`src/rtl/core/lpht_pkg.sv`:
```
// Shared types and constants for the linear probe hash table.
package lpht_pkg;
    typedef enum logic [2:0] {
        ACT_SET     = 3'd0,
        ACT_GET     = 3'd1,
        ACT_ERASE   = 3'd2,
        ACT_CLEAR   = 3'd3,
        ACT_ITERATE = 3'd4
    } t_action;

    localparam logic [1:0] ST_OK       = 2'd0;
    localparam logic [1:0] ST_NOTFOUND = 2'd1;
    localparam logic [1:0] ST_FULL     = 2'd2;

    localparam logic [1:0] MARK_EMPTY = 2'd0;
    localparam logic [1:0] MARK_LIVE  = 2'd1;
    localparam logic [1:0] MARK_DEAD  = 2'd2;

    localparam logic [63:0] HASH_ADD  = 64'h9E3779B97F4A7C15;
    localparam logic [63:0] HASH_MUL1 = 64'hBF58476D1CE4E5B9;
    localparam logic [63:0] HASH_MUL2 = 64'h94D049BB133111EB;
    localparam int unsigned LOAD_DENOM = 10;
    localparam logic [3:0] LOAD_RESET = 4'd7;
endpackage

```
`src/rtl/core/lpht_mul64.sv`:
```
// 64x64 low-half multiplier, one 32x32 partial product per cycle.
module lpht_mul64 import lpht_pkg::*; (
    input  logic        i_clk,
    input  logic        i_rst_n,
    input  logic        i_start,
    input  logic [63:0] i_a,
    input  logic [63:0] i_b,
    output logic        o_done,
    output logic [63:0] o_p
);
    logic [63:0] r_a, r_b, r_acc;
    logic [2:0]  r_step;
    logic [31:0] w_x, w_y;
    logic [63:0] w_pp;

    always_comb begin
        w_x = r_a[31:0];
        w_y = r_b[31:0];
        if (r_step == 3'd2) w_x = r_a[63:32];
        if (r_step == 3'd3) w_y = r_b[63:32];
        w_pp = w_x * w_y;
    end

    // step1: lo*lo, step2: hi*lo, step3: lo*hi
    always_ff @(posedge i_clk) begin
        if (!i_rst_n) begin
            r_step <= 3'd0;
        end else if (i_start) begin
            r_a <= i_a;
            r_b <= i_b;
            r_acc <= 64'd0;
            r_step <= 3'd1;
        end else if (r_step == 3'd1) begin
            r_acc <= w_pp;
            r_step <= 3'd2;
        end else if (r_step == 3'd2) begin
            r_acc <= r_acc + {w_pp[31:0], 32'd0};
            r_step <= 3'd3;
        end else if (r_step == 3'd3) begin
            r_acc <= r_acc + {w_pp[31:0], 32'd0};
            r_step <= 3'd4;
        end else if (r_step == 3'd4) begin
            r_step <= 3'd0;
        end
    end

    assign o_done = (r_step == 3'd4);
    assign o_p    = r_acc;
endmodule

```
`src/rtl/core/lpht_front.sv`:
```
// Front end: accepts items, hashes the keys of set, get and erase items, queues classified work.
module lpht_front import lpht_pkg::*; #(
    parameter int SLOTS = 1024
) (
    input  logic                     i_clk,
    input  logic                     i_rst_n,
    input  logic                     push,
    output logic                     full,
    input  logic [2:0]               i_action,
    input  logic [63:0]              i_key,
    input  logic [63:0]              i_value,
    input  logic [10:0]              i_cursor,
    output logic                     o_qvalid,
    input  logic                     i_qpop,
    output logic [2:0]               o_action,
    output logic [63:0]              o_key,
    output logic [63:0]              o_value,
    output logic [10:0]              o_cursor,
    output logic [$clog2(SLOTS)-1:0] o_home
);
    localparam int AW = $clog2(SLOTS);
    typedef enum logic [4:0] {
        S_IDLE = 5'b00001, S_M1 = 5'b00010, S_M2 = 5'b00100,
        S_FIN = 5'b01000, S_PUT = 5'b10000
    } t_fstate;

    t_fstate r_st;
    logic [2:0]  r_act;
    logic [63:0] r_key, r_val, r_x;
    logic [10:0] r_cur;
    logic        m_start, m_done;
    logic [63:0] m_a, m_b, m_p;

    // two-entry queue
    logic [2:0]  r_qa [2];
    logic [63:0] r_qk [2];
    logic [63:0] r_qv [2];
    logic [10:0] r_qc [2];
    logic [AW-1:0] r_qh [2];
    logic        r_wp, r_rp;
    logic [1:0]  r_cnt;
    logic        w_qpush;

    lpht_mul64 u_mul (.i_clk, .i_rst_n, .i_start(m_start), .i_a(m_a), .i_b(m_b),
                      .o_done(m_done), .o_p(m_p));

    assign full = (r_st != S_IDLE);
    assign w_qpush = (r_st == S_PUT) && (r_cnt != 2'd2);

    always_comb begin
        m_start = 1'b0;
        m_a = r_x ^ (r_x >> 30);
        m_b = HASH_MUL1;
        if (r_st == S_IDLE && push && i_action == ACT_SET || r_st == S_IDLE && push &&
            (i_action == ACT_GET || i_action == ACT_ERASE)) begin
            m_start = 1'b1;
            m_a = (i_key + HASH_ADD) ^ ((i_key + HASH_ADD) >> 30);
        end else if (r_st == S_M1 && m_done) begin
            m_start = 1'b1;
            m_a = m_p ^ (m_p >> 27);
            m_b = HASH_MUL2;
        end
    end

    always_ff @(posedge i_clk) begin
        if (!i_rst_n) begin
            r_st <= S_IDLE;
        end else begin
            unique case (r_st)
                S_IDLE: if (push) begin
                    r_act <= i_action; r_key <= i_key; r_val <= i_value; r_cur <= i_cursor;
                    r_x <= 64'd0;
                    r_st <= m_start ? S_M1 : S_PUT;
                end
                S_M1: if (m_done) r_st <= S_M2;
                S_M2: if (m_done) begin
                    r_x <= m_p ^ (m_p >> 31);
                    r_st <= S_PUT;
                end
                S_FIN: r_st <= S_PUT;
                S_PUT: if (w_qpush) r_st <= S_IDLE;
                default: r_st <= S_IDLE;
            endcase
        end
    end

    always_ff @(posedge i_clk) begin
        if (w_qpush) begin
            r_qa[r_wp] <= r_act; r_qk[r_wp] <= r_key; r_qv[r_wp] <= r_val;
            r_qc[r_wp] <= r_cur; r_qh[r_wp] <= r_x[AW-1:0];
        end
    end

    always_ff @(posedge i_clk) begin
        if (!i_rst_n) begin
            r_wp <= 1'b0; r_rp <= 1'b0; r_cnt <= 2'd0;
        end else begin
            if (w_qpush) r_wp <= ~r_wp;
            if (i_qpop && o_qvalid) r_rp <= ~r_rp;
            r_cnt <= r_cnt + {1'b0, w_qpush} - {1'b0, i_qpop && o_qvalid};
        end
    end

    assign o_qvalid = (r_cnt != 2'd0);
    assign o_action = r_qa[r_rp];
    assign o_key    = r_qk[r_rp];
    assign o_value  = r_qv[r_rp];
    assign o_cursor = r_qc[r_rp];
    assign o_home   = r_qh[r_rp];
endmodule

```
`config.mk`:
```
export PLATFORM = sky130hd
export DESIGN_NAME = lpht_front
export DESIGN_NICKNAME = d
export VERILOG_FILES = /design/src/rtl/core/lpht_pkg.sv /design/src/rtl/core/lpht_mul64.sv /design/src/rtl/core/lpht_front.sv
export SDC_FILE = /design/constraint.sdc
export NUM_CORES = 2
export LEC_CHECK = 0
export ABC_AREA = 1
export BUFFER_PORTS_ARGS = -buffer_cell sky130_fd_sc_hd__buf_4
export CAP_MARGIN = 30
export CORE_MARGIN = 3
export CORE_UTILIZATION = 45
export DETAILED_ROUTE_END_ITERATION = 16
export PLACE_DENSITY = 0.67
export SYNTH_ARGS = -nofsm -noshare
export SYNTH_HDL_FRONTEND = slang
export SYNTH_HIERARCHICAL = 1
export SYNTH_SLANG_ARGS = --single-unit
```
`constraint.sdc`:
```
create_clock -name i_clk -period 9.8 [get_ports i_clk]
set_input_delay 1.47 -clock i_clk [delete_from_list [all_inputs] [get_ports i_clk]]
set_output_delay 1.47 -clock i_clk [all_outputs]
set_load 0.02 [all_outputs]
```
Word-level counts from Yosys, hierarchy flattened
Memories as Yosys holds them, arrays and structs flattened. A register that Yosys moved wholly into a read port is not among the register bits.
Index checks and enable logic that the tools add are counted.
Storage, ports and cells
  register bits: 410
  memory bits (writable): 304
  memories: 5
Operators by class
  add/sub/neg operators: 4
  multiply operators: 1
  equality and inequality tests: 17
  muxes and demuxes: 36
  bitwise gates (word level): 7
  reductions and logical operators: 22
Memories
  r_qk: depth 2, bits a word 64, rd ports 1, clocked after Yosys merged registers in 1, write ports 1, RTL line lpht_front.sv:36  | logic [63:0] r_qk [2];
  r_qv: depth 2, bits a word 64, rd ports 1, clocked after Yosys merged registers in 1, write ports 1, RTL line lpht_front.sv:37  | logic [63:0] r_qv [2];
  r_qc: depth 2, bits a word 11, rd ports 1, clocked after Yosys merged registers in 1, write ports 1, RTL line lpht_front.sv:38  | logic [10:0] r_qc [2];
  r_qh: depth 2, bits a word 10, rd ports 1, clocked after Yosys merged registers in 1, write ports 1, RTL line lpht_front.sv:39  | logic [AW-1:0] r_qh [2];
  r_qa: depth 2, bits a word 3, rd ports 1, clocked after Yosys merged registers in 1, write ports 1, RTL line lpht_front.sv:35  | logic [2:0] r_qa [2];
Operator list (count)
  two-way mux 64 bit: 7
  one-hot mux 64 bit (2 select lines): 1
  bitwise XOR 64 x 34 -> 64 bit: 2
  adder 64 bit: 1
  adder 64 bit (second input constant): 1
  multiplier 32 x 32 -> 64 bit: 1
  two-way mux 32 bit: 2
  bitwise XOR 64 x 33 -> 64 bit: 1
  bitwise XOR 64 x 37 -> 64 bit: 1
  two-way mux 62 bit: 1
  two-way mux 5 bit: 5
  one-hot mux 5 bit (5 select lines): 1
  two-way mux 1 bit: 15
  != test 2 bit (second input constant): 5
  == test 3 x 2 -> 1 bit (second input constant): 3
  AND reduction 4 bit: 2
  nonzero test 4 bit: 2
  == test 3 x 1 -> 1 bit (second input constant): 2
  logical AND 1 bit: 6
  two-way mux 3 bit: 2
  nonzero test 2 bit: 3
  == test 5 x 1 -> 1 bit (second input constant): 1
  == test 5 x 2 -> 1 bit (second input constant): 1
  == test 5 x 3 -> 1 bit (second input constant): 1
  15 further kinds: 20

Depth between registers and ports, before layout
  depth after elaboration: 8
  depth in mapped cells: 48
  depth with buffers taken out: 46

Modules after synthesis
The synthesis kept the hierarchy.
Modules (own cells, without submodules)
  lpht_mul64: instances 1, cells each 5076, area an instance 43071.3 um^2, sequential area each 5825.6 um^2
  lpht_front: instances 1, cells each 2073, area an instance 24064.3 um^2, sequential area each 15494.9 um^2

Worst setup path before layout
OpenSTA, ideal clock, no wires.
  path kind: register to register
  start point: register u_mul.r_step[2]
  end point: register u_mul.r_acc[63], in the netlist u_mul/o_p[63], data pin
  arrival time: 7.886 ns
  slack: 1.646 ns
  stages on the path, launching flop included: 46
  path buffers: 3
  period minus slack after synthesis: 8.154 ns
  path through: dfxtp_1 > inv_2 > nand2_1 > nor2_4 > inv_2 > buf_6 > buf_2 > nand2_1 > o21ai_2 > buf_2 > nand2_1 > fa_1 > inv_1 > fa_1 > inv_1 > fa_1 > inv_1 > fa_1 > [10 not listed] > nor2_1 > inv_2 > nor2_2 > inv_2 > nor2_1 > nor2_1 > nand2_2 > xor2_1 > inv_1 > ha_1 > a21oi_1 > nand2_1 > nor2_1 > o21ai_0 > a21oi_1 > nand3_1 > nand3_2 > a21oi_2
Between the ends
  word-level cells in the longest chain between the ends: 7
  elaborated cells on any way between the ends: 14
  those cells by class: 1 x add/sub; 1 x mul; 4 x eq/ne; 7 x mux; 1 x reduce/logical
Ends and longest elaborated chain
  start, declared: RTL line lpht_mul64.sv:12  | logic [2:0] r_step;
  start signal, assigned: RTL line lpht_mul64.sv:27  | r_step <= 3'd0;
  start signal, assigned: RTL line lpht_mul64.sv:32  | r_step <= 3'd1;
  start signal, assigned: RTL line lpht_mul64.sv:35  | r_step <= 3'd2;
  == test 3 x 2 -> 1 bit (on tied branches): RTL line lpht_mul64.sv:19, lpht_mul64.sv:36, lpht_mul64.sv:20
  two-way mux 32 bit (on tied branches): RTL line lpht_mul64.sv:19, lpht_mul64.sv:20
  multiplier 32 x 32 -> 64 bit: RTL line lpht_mul64.sv:21  | w_pp = w_x * w_y;
  adder 64 bit: RTL line lpht_mul64.sv:37, lpht_mul64.sv:40
  two-way mux 64 bit: RTL line lpht_mul64.sv:39  | end else if (r_step == 3'd3) begin
  two-way mux 64 bit: RTL line lpht_mul64.sv:36  | end else if (r_step == 3'd2) begin
  two-way mux 64 bit: RTL line lpht_mul64.sv:33  | end else if (r_step == 3'd1) begin
  end signal, assigned: RTL line lpht_mul64.sv:34  | r_acc <= w_pp;
  end signal, assigned: RTL line lpht_mul64.sv:37  | r_acc <= r_acc + {w_pp[31:0], 32'd0};
  end signal, assigned: RTL line lpht_mul64.sv:40  | r_acc <= r_acc + {w_pp[31:0], 32'd0};
  end, declared: RTL line lpht_mul64.sv:11  | logic [63:0] r_a, r_b, r_acc;
Parallel ways exist; a longest one is shown, timed or not. The select of a mux whose other input is x is not followed.
A chain may end at the register's enable or synchronous reset.

Final worst setup path
  start point: register u_mul.r_step[0]
  end point: register u_mul.r_acc[60], in the netlist u_mul/o_p[60], data pin
Same word-level chain as after synthesis.

==> impl_metrics.json <==
{
  "start_kind": "flip-flop",
  "synth-warning-count": 6,
  "clk_latency_ns": 0.71,
  "crit_type": "reg -> reg",
  "rsz0062_at_grt": "false",
  "syn_area_sq_um": 67140,
  "drive_gt1_share_pct": 15.37,
  "worstSetupEndpointType": "flip-flop",
  "cp_max_fo": 16,
  "track_usage_pct": 32.51,
  "dpl-instance-area_sq_um": 74080,
  "drc_errors": 0,
  "cp.arrival_ns": 9.84,
  "hpwl_mm": 204.6,
  "ys_types": 58,
  "cts_tree": "done",
  "status": "completed",
  "fmax_mhz": 106.1,
  "regArea_sq_um": 21330,
  "layout_common_cells": "1479 x nand2_1, 1382 x inv_1, 897 x fa_1",
  "final_hold_viol_count": 0,
  "fillers": 13620,
  "critical-path-slowest-cell": "fa_1",
  "synth_edf_count": 702,
  "hp-class": "reg -> reg",
  "avgViaCountPerCell": 5.441,
  "htree_levels": 3,
  "rows": 141,
  "synthArstFlopShare_pct": 0,
  "synth-seq-area-share_pct": 31.76,
  "cap_violations": 0,
  "area_growth_pct": 14.59,
  "finClkSkew_ns": 0.04994,
  "core_sq_um": 148000,
  "drt_pass1_iterations": 8,
  "fin_nets": 9076,
  "fin_area_sq_um": 76930,
  "slew_viol_final": 0,
  "die_h_microns": 392.3,
  "synth_flop_cell": "edfxtp_1",
  "ctsHoldBuffers": 0,
  "worstPathRequired_ns": 10.21,
  "yosys_register_bits": 714,
  "period_needed_ns": 9.427,
  "syn_inst": 7149,
  "grt_max_degree": 69,
  "grt.overflow.total": 0,
  "grt_pass1_vias": 53660,
  "tightest_slew_ns": 1.039,
  "clk_path_buf_depth": 3,
  "gp_congestion": 0.9933,
  "antenna_found_initial": 5,
  "crit_top_cell": "fa_1",
  "avgRoutedWirePerCell_microns": 25.56,
  "routed_wl_mm": 248.7,
  "multi_input_area_sq_um": 39570,
  "ctsRootBufferMaster": "clkbuf_16",
  "clock-sinks": 714,
  "fin_tns_setup_ns": 0,
  "die_area_sq_um": 153900,
  "finalSetupViolations": 0,
  "io_pins": 300,
  "die_x_microns": 392.3,
  "clk_pin_slew_ns": 0.06,
  "drtAntennaViolNets": 0,
  "grt_pass1_wl_mm": 362.1,
  "num_vias": 52930,
  "min_period_over_period_pct": 96.19,
  "holdWs_ns": 0.4053,
  "portBuffers": 299,
  "cts_inserted_buffers": 79,
  "floorplan.initialDensity_pct": 45.36,
  "slew-limit-headroom_pct": 30.50,
  "drt_iter0_drc": 5806,
  "layout_commonest_cell": "nand2_1",
  "syn_area_per_cell_sq_um": 9.391,
  "slowest_delay_ns": 0.53
}
## cells by family after synthesis
| logic type | after synthesis | synth area share, % |
|---|---|---|
| simple gates | 2650 | 16.12 |
| mux | 152 | 2.550 |
| flops | 714 | 31.76 |
| buf+inv | 1684 | 9.818 |
| other cells | 2 | 0.01119 |
| xor+xnor | 166 | 2.177 |
| compound gates | 585 | 5.252 |
| fa+ha+maj | 1196 | 32.32 |
## routing by layer
metal	GRT usage, %	wire, microns	up-vias
met5	0	41	-
met4	10.35	8849	6
met3	7.973	27560	401
met2	48.58	107700	2652
met1	46.61	104600	26570
li1	-	-	23300
## synthesized netlist by cell type (2+ instances only)
| cell type | instances | share of area [%] |
|---|---|---|
| inv_1 | 1387 | 7.8 |
| a21boi_0 | 4 | 0.045 |
| or2_2 | 7 | 0.065 |
| mux2_2 | 152 | 2.5 |
| xnor2_1 | 45 | 0.59 |
| clkinv_1 | 7 | 0.039 |
| nor2_2 | 22 | 0.21 |
| ha_1 | 299 | 5.6 |
| dfxtp_1 | 12 | 0.36 |
| o21ai_4 | 8 | 0.19 |
| nand3_2 | 3 | 0.045 |
| nor2_4 | 9 | 0.15 |
| o211ai_1 | 3 | 0.034 |
| clkbuf_1 | 60 | 0.34 |
| buf_2 | 153 | 1.1 |
| nor3_2 | 5 | 0.075 |
| nand4_1 | 35 | 0.33 |
| nand3_1 | 276 | 2.1 |
| nor3_1 | 24 | 0.18 |
| o21bai_1 | 45 | 0.50 |
| nor2_1 | 725 | 4.1 |
| a21oi_2 | 7 | 0.091 |
| o21ai_1 | 58 | 0.43 |
| buf_4 | 15 | 0.17 |
| nor4_1 | 2 | 0.019 |
| buf_6 | 3 | 0.050 |
| a21oi_1 | 206 | 1.5 |
| nand2_2 | 29 | 0.27 |
| fa_1 | 897 | 27 |
| o21ai_2 | 35 | 0.46 |
| a21o_1 | 8 | 0.089 |
| o21ai_0 | 131 | 0.98 |
| o21a_1 | 9 | 0.10 |
| xor2_1 | 120 | 1.6 |
| nand2_1 | 1480 | 8.3 |
| edfxtp_1 | 702 | 31 |
| conb_1 | 2 | 0.011 |
| nand3b_1 | 25 | 0.28 |
| a22oi_1 | 59 | 0.66 |
| inv_2 | 58 | 0.32 |
| a31oi_1 | 5 | 0.047 |
## registers in the layout (all words and copies together) (netlist names), 3 cells and up, named ones only
name	count
r_st	4
r_qa	6
u_mul/r_a	64
r_qc	22
u_mul/o_p	64
r_act	3
r_cur	11
r_qk	128
r_x	64
u_mul/r_b	64
r_key	64
u_mul/r_step	3
r_qv	128
r_qh	20
r_val	64
## final cells by class
class	instances	share of cell area (%)
diodes	2	0.006505
clock buffers	95	2.648
clock inverters	48	0.8067
inverters	1452	7.115
multi-input cells	4782	51.43
flip-flops and latches	714	27.72
well taps	1930	3.139
repair buffers	705	7.133
## timing repair
action,CTS,global route
endpoints found under the setup margin,0,11
gates resized for setup,0,24
setup buffers,0,6
## stage by stage
step           cells  setup slack [ns]  utilization (%)
2_1_floorplan   7180             1.646                -
3_3_place_gp    9575            0.2552            50.04
3_5_place_dp    9576            0.2616            50.05
4_1_cts         9719            0.2207            51.84
5_1_grt         9728          0.007157            51.98
6_report        9728            0.3732            51.98
## final timing paths
kind / startpoint / cells past startpoint / slack [ns] / endpoint
min reg2reg: r_key[2] / 0 / 0.41 / r_qk[0][2]
max reg2reg: u_mul/r_step[0] / 40 / 0.37 / u_mul/o_p[60]
min: r_key[2] / 0 / 0.41 / r_qk[0][2]
max: u_mul/r_step[0] / 40 / 0.37 / u_mul/o_p[60]
## critical path: cells and delay by family (launching register included)
kind                     cells  cell delay [ns]
adder cells (fa/ha/maj)     10             4.69
AO/OA/AOI/OAI                7             1.41
buffers and inverters       13             1.29
AND/OR/NAND/NOR              9             1.10
flip-flops                   1             0.40
XOR/XNOR                     1             0.23
Power is not shown: default switching activity piles up to over one toggle a cycle in this logic, so the estimate is an artifact.
